$ cat config.mk
export PLATFORM = sky130hd
export DESIGN_NAME = coalescing_flush_throttle_top
export DESIGN_NICKNAME = d
export VERILOG_FILES = /design/src/sv/cft_pkg.sv /design/src/sv/coalescing_flush_throttle_top.sv
export SDC_FILE = /design/constraint.sdc
export NUM_CORES = 1
export LEC_CHECK = 0
export ABC_AREA = 1
export BUFFER_PORTS_ARGS = -buffer_cell sky130_fd_sc_hd__buf_2
export CAP_MARGIN = 0
export CORE_ASPECT_RATIO = 0.8
export CORE_UTILIZATION = 43
export DETAILED_ROUTE_END_ITERATION = 12
export GPL_TIMING_DRIVEN = 0
export PLACE_DENSITY = 0.69
export SLEW_MARGIN = 30
export SYNTH_ARGS = -nofsm -noshare
export SYNTH_HDL_FRONTEND = slang
export SYNTH_SLANG_ARGS = --single-unit
$ cat constraint.sdc
create_clock -name clk -period 3.1 [get_ports clk]
set_clock_uncertainty 0.05 [all_clocks]
set_input_delay 0.93 -clock clk [delete_from_list [all_inputs] [get_ports clk]]
set_output_delay 0.93 -clock clk [all_outputs]
set_load 0.05 [all_outputs]
$ cat src/sv/cft_pkg.sv
// Shared types and constants for the coalescing flush throttle block.
`timescale 1ns / 1ps

package cft_pkg;

    localparam int CMD_W = 3;
    localparam int LEN_W = 11;
    localparam int OFF_W = 10;
    localparam int ACT_W = 2;
    localparam int CNT_W = 16;
    localparam int BUD_W = 8;
    localparam int IDX_W = 2;

    localparam logic [CMD_W-1:0] CMD_PACKET  = 3'd0;
    localparam logic [CMD_W-1:0] CMD_TICK    = 3'd1;
    localparam logic [CMD_W-1:0] CMD_START   = 3'd2;
    localparam logic [CMD_W-1:0] CMD_STOP    = 3'd3;
    localparam logic [CMD_W-1:0] CMD_REVERSE = 3'd4;

    localparam logic [ACT_W-1:0] ACT_BUFFER  = 2'd0;
    localparam logic [ACT_W-1:0] ACT_DIRECT  = 2'd1;
    localparam logic [ACT_W-1:0] ACT_FORWARD = 2'd2;

    localparam logic [IDX_W-1:0] REG_THROTTLE = 2'd0;
    localparam logic [IDX_W-1:0] REG_STALE    = 2'd1;
    localparam logic [IDX_W-1:0] REG_WINDOW   = 2'd2;
    localparam logic [IDX_W-1:0] REG_BUDGET   = 2'd3;

    localparam logic [CNT_W-1:0] CNT_MAX = {CNT_W{1'b1}};
    localparam logic [BUD_W-1:0] BUD_MAX = {BUD_W{1'b1}};

    typedef enum logic [5:0] {
        S_IDLE   = 6'b000001,
        S_EXEC   = 6'b000010,
        S_TICK   = 6'b000100,
        S_DECIDE = 6'b001000,
        S_CHUNK  = 6'b010000,
        S_WAIT   = 6'b100000
    } state_t;

endpackage

$ cat src/sv/coalescing_flush_throttle_top.sv
// Top level of the coalescing flush throttle descriptor controller.
`timescale 1ns / 1ps

// The block takes one event word at a time and is not ready until every
// descriptor that event causes has been taken. An accepted word is decoded
// in the exec state; a command with no descriptor then returns to idle,
// directly or through the tick and decide states. Descriptors are issued one
// at a time, each waiting out any output stall, since a single sequencer steps
// through them with one shared length subtract and compare unit. Configuration
// writes are always accepted and must only be issued while the block is idle.
module coalescing_flush_throttle_top
    import cft_pkg::*;
#(
    parameter int BUF_BYTES  = 240,
    parameter int MAX_PACKET = 1024
)
(
    input  logic        clk,
    input  logic        rst_n,
    input  logic        s_tvalid,
    output logic        s_tready,
    // Fields from bit 0 up: cmd[2:0], packet_len[13:3], zero fill.
    input  logic [15:0] s_tdata,
    output logic        m_tvalid,
    input  logic        m_tready,
    // Fields from bit 0 up: action[1:0], chunk_offset[11:2], chunk_len[22:12], zero fill.
    output logic [23:0] m_tdata,
    output logic        m_tlast,
    input  logic        cfg_valid,
    output logic        cfg_ready,
    input  logic [IDX_W-1:0] cfg_index,
    input  logic [CNT_W-1:0] cfg_data
);

    localparam int FILL_W = $clog2(BUF_BYTES + 1);
    localparam logic [LEN_W-1:0] BUF_LEN = LEN_W'(BUF_BYTES);
    localparam logic [LEN_W-1:0] MAX_LEN = LEN_W'(MAX_PACKET);

    state_t             state_reg, state_next;
    state_t             ret_reg, ret_next;
    logic [CMD_W-1:0]   cmd_reg, cmd_next;
    logic [LEN_W-1:0]   len_reg, len_next;
    logic [LEN_W-1:0]   off_reg, off_next;
    logic               running_reg, running_next;
    logic [FILL_W-1:0]  fill_reg, fill_next;
    logic [CNT_W-1:0]   since_flush_reg, since_flush_next;
    logic [CNT_W-1:0]   since_window_reg, since_window_next;
    logic [BUD_W-1:0]   sent_reg, sent_next;
    logic [CNT_W-1:0]   throttle_reg, throttle_next;
    logic [CNT_W-1:0]   stale_reg, stale_next;
    logic [CNT_W-1:0]   window_reg, window_next;
    logic [BUD_W-1:0]   budget_reg, budget_next;
    logic               valid_reg, valid_next;
    logic [ACT_W-1:0]   act_reg, act_next;
    logic [OFF_W-1:0]   ooff_reg, ooff_next;
    logic [LEN_W-1:0]   olen_reg, olen_next;
    logic               olast_reg, olast_next;

    logic [LEN_W-1:0]   in_len;
    logic [LEN_W-1:0]   fill_len;
    logic [LEN_W-1:0]   rem;
    logic               rem_big;

    assign s_tready  = (state_reg == S_IDLE);
    assign cfg_ready = 1'b1;
    assign m_tvalid  = valid_reg;
    assign m_tdata   = {1'b0, olen_reg, ooff_reg, act_reg};
    assign m_tlast   = olast_reg;

    assign in_len   = (s_tdata[13:3] > MAX_LEN) ? MAX_LEN : s_tdata[13:3];
    assign fill_len = LEN_W'(fill_reg);
    assign rem      = len_reg - off_reg;
    assign rem_big  = (rem > BUF_LEN);

    always_comb
    begin
        state_next        = state_reg;
        ret_next          = ret_reg;
        cmd_next          = cmd_reg;
        len_next          = len_reg;
        off_next          = off_reg;
        running_next      = running_reg;
        fill_next         = fill_reg;
        since_flush_next  = since_flush_reg;
        since_window_next = since_window_reg;
        sent_next         = sent_reg;
        throttle_next     = throttle_reg;
        stale_next        = stale_reg;
        window_next       = window_reg;
        budget_next       = budget_reg;
        valid_next        = valid_reg;
        act_next          = act_reg;
        ooff_next         = ooff_reg;
        olen_next         = olen_reg;
        olast_next        = olast_reg;

        if (cfg_valid)
        begin
            case (cfg_index)
                REG_THROTTLE: throttle_next = cfg_data;
                REG_STALE:    stale_next    = cfg_data;
                REG_WINDOW:   window_next   = cfg_data;
                REG_BUDGET:   budget_next   = cfg_data[BUD_W-1:0];
                default:      budget_next   = budget_reg;
            endcase
        end

        case (state_reg)
            S_IDLE:
            begin
                if (s_tvalid)
                begin
                    cmd_next   = s_tdata[CMD_W-1:0];
                    len_next   = in_len;
                    state_next = S_EXEC;
                end
            end
            S_EXEC:
            begin
                state_next = S_IDLE;
                case (cmd_reg)
                    CMD_PACKET:
                    begin
                        if (running_reg && (len_reg != '0))
                        begin
                            if (len_reg >= BUF_LEN)
                            begin
                                off_next = '0;
                                if (fill_reg != '0)
                                begin
                                    valid_next = 1'b1;
                                    act_next   = ACT_BUFFER;
                                    ooff_next  = '0;
                                    olen_next  = fill_len;
                                    olast_next = 1'b0;
                                    fill_next  = '0;
                                    ret_next   = S_CHUNK;
                                    state_next = S_WAIT;
                                end
                                else
                                begin
                                    state_next = S_CHUNK;
                                end
                            end
                            else if (len_reg > (BUF_LEN - fill_len))
                            begin
                                valid_next = 1'b1;
                                act_next   = ACT_BUFFER;
                                ooff_next  = '0;
                                olen_next  = fill_len;
                                olast_next = 1'b1;
                                fill_next  = FILL_W'(len_reg);
                                ret_next   = S_IDLE;
                                state_next = S_WAIT;
                            end
                            else
                            begin
                                fill_next = FILL_W'(fill_len + len_reg);
                            end
                        end
                    end
                    CMD_TICK:
                    begin
                        if (since_flush_reg != CNT_MAX)
                        begin
                            since_flush_next = since_flush_reg + 1'b1;
                        end
                        if (since_window_reg != CNT_MAX)
                        begin
                            since_window_next = since_window_reg + 1'b1;
                        end
                        state_next = S_TICK;
                    end
                    CMD_START:
                    begin
                        running_next      = 1'b1;
                        fill_next         = '0;
                        since_flush_next  = '0;
                        since_window_next = '0;
                        sent_next         = '0;
                    end
                    CMD_STOP:
                    begin
                        if (running_reg && (fill_reg != '0))
                        begin
                            valid_next = 1'b1;
                            act_next   = ACT_BUFFER;
                            ooff_next  = '0;
                            olen_next  = fill_len;
                            olast_next = 1'b1;
                            fill_next  = '0;
                            ret_next   = S_IDLE;
                            state_next = S_WAIT;
                        end
                        running_next = 1'b0;
                    end
                    CMD_REVERSE:
                    begin
                        if (running_reg && (len_reg != '0))
                        begin
                            valid_next = 1'b1;
                            act_next   = ACT_FORWARD;
                            ooff_next  = '0;
                            olen_next  = len_reg;
                            olast_next = 1'b1;
                            ret_next   = S_IDLE;
                            state_next = S_WAIT;
                        end
                    end
                    default:
                    begin
                        state_next = S_IDLE;
                    end
                endcase
            end
            S_TICK:
            begin
                if (!running_reg || (fill_reg == '0))
                begin
                    state_next = S_IDLE;
                end
                else
                begin
                    if (since_window_reg >= window_reg)
                    begin
                        since_window_next = '0;
                        sent_next         = '0;
                    end
                    state_next = S_DECIDE;
                end
            end
            S_DECIDE:
            begin
                state_next = S_IDLE;
                if (((since_flush_reg >= throttle_reg) && (sent_reg < budget_reg)) ||
                    (since_flush_reg >= stale_reg))
                begin
                    valid_next       = 1'b1;
                    act_next         = ACT_BUFFER;
                    ooff_next        = '0;
                    olen_next        = fill_len;
                    olast_next       = 1'b1;
                    fill_next        = '0;
                    since_flush_next = '0;
                    if (sent_reg != BUD_MAX)
                    begin
                        sent_next = sent_reg + 1'b1;
                    end
                    ret_next   = S_IDLE;
                    state_next = S_WAIT;
                end
            end
            S_CHUNK:
            begin
                valid_next = 1'b1;
                act_next   = ACT_DIRECT;
                ooff_next  = off_reg[OFF_W-1:0];
                olen_next  = rem_big ? BUF_LEN : rem;
                olast_next = !rem_big;
                off_next   = off_reg + (rem_big ? BUF_LEN : rem);
                ret_next   = rem_big ? S_CHUNK : S_IDLE;
                state_next = S_WAIT;
            end
            S_WAIT:
            begin
                if (m_tready)
                begin
                    valid_next = 1'b0;
                    state_next = ret_reg;
                end
            end
            default:
            begin
                state_next = S_IDLE;
            end
        endcase
    end

    always_ff @(posedge clk or negedge rst_n)
    begin
        if (!rst_n)
        begin
            state_reg        <= S_IDLE;
            ret_reg          <= S_IDLE;
            cmd_reg          <= '0;
            len_reg          <= '0;
            off_reg          <= '0;
            running_reg      <= 1'b0;
            fill_reg         <= '0;
            since_flush_reg  <= '0;
            since_window_reg <= '0;
            sent_reg         <= '0;
            throttle_reg     <= CNT_W'(50);
            stale_reg        <= CNT_W'(500);
            window_reg       <= CNT_W'(1000);
            budget_reg       <= BUD_W'(20);
            valid_reg        <= 1'b0;
            act_reg          <= '0;
            ooff_reg         <= '0;
            olen_reg         <= '0;
            olast_reg        <= 1'b0;
        end
        else
        begin
            state_reg        <= state_next;
            ret_reg          <= ret_next;
            cmd_reg          <= cmd_next;
            len_reg          <= len_next;
            off_reg          <= off_next;
            running_reg      <= running_next;
            fill_reg         <= fill_next;
            since_flush_reg  <= since_flush_next;
            since_window_reg <= since_window_next;
            sent_reg         <= sent_next;
            throttle_reg     <= throttle_next;
            stale_reg        <= stale_next;
            window_reg       <= window_next;
            budget_reg       <= budget_next;
            valid_reg        <= valid_next;
            act_reg          <= act_next;
            ooff_reg         <= ooff_next;
            olen_reg         <= olen_next;
            olast_reg        <= olast_next;
        end
    end

endmodule
## After elaboration in Yosys (flattened, before gate mapping)

Cells that the tools add are included.

| word-level totals | value |
|---|---|
| register bits after elaboration | 167 |
| bits of input ports | 39 |

| cells by class | value |
|---|---|
| reduce and logical (&&, ||, !) cells | 33 |
| $lt $le $gt $ge | 8 |
| equal/unequal tests | 36 |
| add/subtract/negate cells | 7 |
| multiplexer cells | 94 |

Operators with widths:

| cell | count |
|---|---|
| two-way mux 11 bit | 12 |
| one-hot mux 16 bit (2 select lines) | 4 |
| two-way mux 6 bit | 16 |
| two-way mux 8 bit | 11 |
| two-way mux 16 bit | 5 |
| two-way mux 10 bit | 7 |
| one-hot mux 11 bit (3 select lines) | 2 |
| one-hot mux 10 bit (3 select lines) | 2 |
| greater-or-equal comparator 16 bit | 3 |
| one-hot mux 8 bit (3 select lines) | 2 |
| one-hot mux 6 bit (3 select lines) | 2 |
| one-hot mux 6 bit (6 select lines) | 1 |
| adder 16 x 1 -> 16 bit (second input constant) | 2 |
| != test 16 bit (second input constant) | 2 |
| one-hot mux 6 bit (4 select lines) | 1 |
| one-hot mux 11 bit (2 select lines) | 1 |
| != test 2 bit (second input constant) | 8 |
| one-hot mux 8 bit (2 select lines) | 1 |
| != test 3 bit (second input constant) | 5 |
| two-way mux 2 bit | 7 |
| AND reduction 2 bit | 7 |
| one-hot mux 2 bit (3 select lines) | 2 |
| AND reduction 6 bit | 2 |
| adder 11 bit | 1 |
| 47 further kinds | 72 |

## Depth between registers and ports, before layout

| logic depth | value |
|---|---|
| depth in word-level cells | 7 |
| mapped depth | 27 |
| gate-level depth less buffers | 27 |

## Worst setup path before layout

Ideal clock, no wire load.

| path | value |
|---|---|
| path type | flip-flop to flip-flop |
| start | reg state_reg[2] |
| end | reg len_reg[4] |
| path buffers | 1 |
| setup slack | -0.340 ns |
| stages on the path, launching flop included | 9 |
| arrival time | 3.305 ns |
| cell sequence | dfrtp_1 -> nor2_1 -> inv_1 -> nor4_1 -> nand2_1 -> inv_1 -> buf_2 -> nand2_1 -> o21ai_0 |

| between the ends | value |
|---|---|
| word-level cells in the longest chain between the ends | 2 |

Ends and longest elaborated chain:

| what | RTL line | source |
|---|---|---|
| from (decl) | coalescing_flush_throttle_top.sv:39 | `state_t state_reg, state_next;` |
| from (signal assigned) | coalescing_flush_throttle_top.sv:305 | `state_reg <= state_next;` |
| == test 6 x 1 -> 1 bit | - |  |
| net s_tready | coalescing_flush_throttle_top.sv:21 | `output logic s_tready,` |
| AND reduction 2 bit (no source line) | - |  |
| to (signal assigned) | coalescing_flush_throttle_top.sv:308 | `len_reg <= len_next;` |
| to (decl) | coalescing_flush_throttle_top.sv:42 | `logic [LEN_W-1:0] len_reg, len_next;` |

The timed path passes the listed nets, and every way through them passes these cells.
A chain may end at the register's enable or synchronous reset.

## Worst setup path after layout

| path | value |
|---|---|
| start | reg off_reg[0] |
| end | reg off_reg[10] |

| between the ends | value |
|---|---|
| word-level cells in the longest chain between the ends | 5 |

Ends and longest elaborated chain:

| what | RTL line | source |
|---|---|---|
| from (decl) | coalescing_flush_throttle_top.sv:43 | `logic [LEN_W-1:0] off_reg, off_next;` |
| from (signal assigned) | coalescing_flush_throttle_top.sv:309 | `off_reg <= off_next;` |
| subtractor 11 bit | coalescing_flush_throttle_top.sv:72 | `assign rem = len_reg - off_reg;` |
| > comparator 11 x 8 -> 1 bit | coalescing_flush_throttle_top.sv:73 | `assign rem_big = (rem > BUF_LEN);` |
| two-way mux 11 bit | coalescing_flush_throttle_top.sv:260 | `off_next = off_reg + (rem_big ? BUF_LEN : rem);` |
| adder 11 bit (*) | coalescing_flush_throttle_top.sv:260 |  |
| one-hot mux 11 bit (2 select lines) (*) | coalescing_flush_throttle_top.sv:108 | `case (state_reg)` |

Every way passes the cells marked *; elsewhere a longest branch is shown, timed or not.

==> impl_metrics.env <==
export IMPL_ctsRootBufferMaster="clkbuf_16"
export IMPL_cts_buffers_inserted=17
export IMPL_slew_headroom=0.508
export IMPL_hold_ws_ps=360
export IMPL_insertion_delay_ps=440
export IMPL_combPwrFrac=0.543
export IMPL_syn_to_final_growth_pct=20.5
export IMPL_dr_pass1_iters=5
export IMPL_synth_edf_count=0
export IMPL_rsz0062_at_grt="yes"
export IMPL_cp_required_ps=3380
export IMPL_core_sq_um=25200
export IMPL_cts_max_level=4
export IMPL_die_h_um=145
export IMPL_nFillCells=2371
export IMPL_nNetsFinal=1736
export IMPL_failed_checks="setup timing"
export IMPL_seq_area_frac_synth=0.372
export IMPL_cts_sink_count=163
export IMPL_synthCells=1476
export IMPL_status="complete, but fails checks"
export IMPL_dieArea_sq_um=26300
export IMPL_final_period_utilization=1.06
export IMPL_path_class="reg -> reg"
export IMPL_antenna_cells=0
export IMPL_drc=0
export IMPL_synth_cell_types=55
export IMPL_finalMaxSlewViolations=0
export IMPL_antenna_found_initial=0
export IMPL_pin_count=67
export IMPL_power_uw=11300
export IMPL_fmax_mhz=306
export IMPL_reg2regPathDepth=22
export IMPL_finalWorstSetupSlack_ps=-172
export IMPL_first_iter_violations=922
export IMPL_layout_common_cells="nand2_1, inv_1, o21ai_0"
export IMPL_critPathMaxFanout=5
export IMPL_drtAntennaViolNets=0
export IMPL_regArea_sq_um=4110
export IMPL_clockBufferDepth=2
export IMPL_p_sw_frac=0.469
export IMPL_dpl_cell_area_sq_um=11900
export IMPL_die_x_um=181
export IMPL_p_clk_frac=0.185
export IMPL_max_stage_delay_ps=420
export IMPL_critPathArrivalTime_ps=3560
export IMPL_grt_pass1_vias=9650
export IMPL_fin_util=0.527
export IMPL_finalHoldViolCount=0
export IMPL_worstMarginPinSlew_ps=735
export IMPL_period_needed_ps=3270
export IMPL_syn_avg_cell_area_sq_um=7.48
export IMPL_grt_max_degree=61
export IMPL_syn_area_sq_um=11000
export IMPL_min_path_type="in -> async"
export IMPL_cts_tree="done"
export IMPL_stdcell_area_sq_um=13300
export IMPL_seqPwrFrac=0.272
export IMPL_cp_start_kind="register"
export IMPL_gp_congestion=0.903
export IMPL_dp_cells=1866
export IMPL_p_int_uw=5980
export IMPL_vias=10400
export IMPL_end_kind="register"
export IMPL_viasPerCell=5.35
export IMPL_synthFlopType="dfrtp_1"
export IMPL_multi_input_area_sq_um=6460
export IMPL_yosys_warnings=0
export IMPL_worstPathCellList="ha_4 > fa_2 > buf_4 > xor2_1 > nand3_1 > nor2_1 > nor2_2 > nand2_4 > nand2_4 > nor3_4 > inv_2 > fa_2 > inv_2 > nand3_2 > nand2_2 > nand3_2 > nand2_4 > nand2_2 > nand2_1 > nand2_1 > nand3_1 > nand2_1"
export IMPL_wl_per_cell_um=15.7
export IMPL_dp_hpwl_mm=22.6
export IMPL_synthArstFlopShare=1.00
export IMPL_critical_path_slowest_cell="dfrtp_1"
export IMPL_cts_clk_slew_worst_paths_ps=70
export IMPL_setup_viol=25
export IMPL_drt_total_wl_mm=30.4
export IMPL_final_common_cell="nand2_1"
export IMPL_cap_violations=0
export IMPL_p_per_area_nw_per_um2=847
export IMPL_final_layout_size_suffix_gt1_frac=0.203
export IMPL_ir_worst_vdd_uv=667
export IMPL_grt_ovfl_total=0
export IMPL_grt_use_total=0.236
export IMPL_synth_seq_cells=163
export IMPL_placementRows=52
export IMPL_start_util=0.437
export IMPL_fin_cells=1937
export IMPL_leakagePower_uw=0.00664
export IMPL_p_sw_uw=5280
export IMPL_portBuffers=62
export IMPL_grt_pass1_wl_mm=49.5
Yosys cell counts, drive strengths merged, types with 3 or more instances:
cell type    n  area, sq um
or2         12         77.6
nor4        16          121
nand3      103          561
nand4       17          136
o31ai        6         45.0
o2111ai      3         26.3
ha          94         1180
a31oi        3         18.8
dfstp       19          499
o211ai       3         22.5
dfrtp      144         3600
fa           3         60.1
inv        222          833
nor2        84          344
o22ai        9         56.3
clkinv       3         11.3
a311oi       3         26.3
a22oi        3         22.5
o21bai       6         56.3
nand3b       3         22.5
xnor2        4         35.0
clkbuf      23         86.3
o21ai      154          771
a211oi       9         67.6
xor2        22          193
a21oi       56          280
nand2      398         1540
nor3        28          151
buf         10         55.1
path summary, 6_finish.rpt:
| check | start | end | slack (ps) |
|---|---|---|---|
| max | off_reg[0]$_DFFE_PN0P_ | off_reg[10]$_DFFE_PN0P_ | -170 |
| min | rst_n | since_window_reg[11]$_DFFE_PN0P_ | 360 |
| max reg2reg | off_reg[0]$_DFFE_PN0P_ | off_reg[10]$_DFFE_PN0P_ | -170 |
| min reg2reg | ret_reg[0]$_DFFE_PN1P_ | ret_reg[0]$_DFFE_PN1P_ | 430 |
| max in group asynchronous | rst_n | budget_reg[4]$_DFFE_PN1P_ | 1910 |
| min in group clk | ret_reg[0]$_DFFE_PN1P_ | ret_reg[0]$_DFFE_PN1P_ | 430 |
cell type report:
| cell class | instances | share of cell area |
|---|---|---|
| plain buffers | 32 | 0.0125 |
| flip-flops and latches | 163 | 0.309 |
| repair buffers | 104 | 0.0542 |
| clock inverters | 13 | 0.00959 |
| clock buffers | 19 | 0.0333 |
| multi-input cells | 1057 | 0.486 |
| inverters | 225 | 0.0648 |
| well taps | 324 | 0.0305 |
power groups by stage:
stage	sequential, uW	clock (uW)	combinational, uW
after detailed placement	3080	0	4980
after floorplan	3080	0	3720
after global placement	3070	0	4830
final	3060	2080	6120
after CTS	3020	2110	5640
after global routing	3110	2190	6800
layer usage:
layer	vias up	share of wire	global-route usage
met2	324	0.45	0.357
met3	25	0.065	0.0417
met5	-	0	0
li1	5094	-	-
met4	0	0.0087	0.0428
met1	4919	0.48	0.353
kinds of logic after synthesis:
group / after synthesis / share of synthesized area
other: 2 / 0.000680
flip-flops: 163 / 0.372
buffers and inverters: 258 / 0.0893
AND/OR/NAND/NOR: 665 / 0.272
AO/OA/AOI/OAI: 265 / 0.134
adder cells (fa/ha/maj): 97 / 0.112
XOR/XNOR: 26 / 0.0206
per-stage QoR:
| step | TNS [ps] | setup WS (ps) |
|---|---|---|
| after floorplan | -199 | -91.5 |
| after global placement | -241050 | -1490 |
| after detailed placement | -23600 | -773 |
| after CTS | -803 | -128 |
| after global routing | -6350 | -436 |
| final | -1120 | -172 |
worst max-delay path, delay by kind of cell, from the launching register on:
| family | cells | cell delay [ps] |
|---|---|---|
| and+or+nand+nor | 15 | 1340 |
| adders and majority gates | 3 | 870 |
| DFF | 1 | 420 |
| buffers and inverters | 3 | 280 |
| xor gates and xnor gates | 1 | 190 |
repair_timing:
action	in CTS	in global routing
gates resized for setup	70	83
endpoints found under the setup margin	46	73
setup buffers	24	15
hold buffers	0	0
gates cloned	2	1
pin swaps	17	25
No activity file was read; power rests on OpenSTA's default activity.
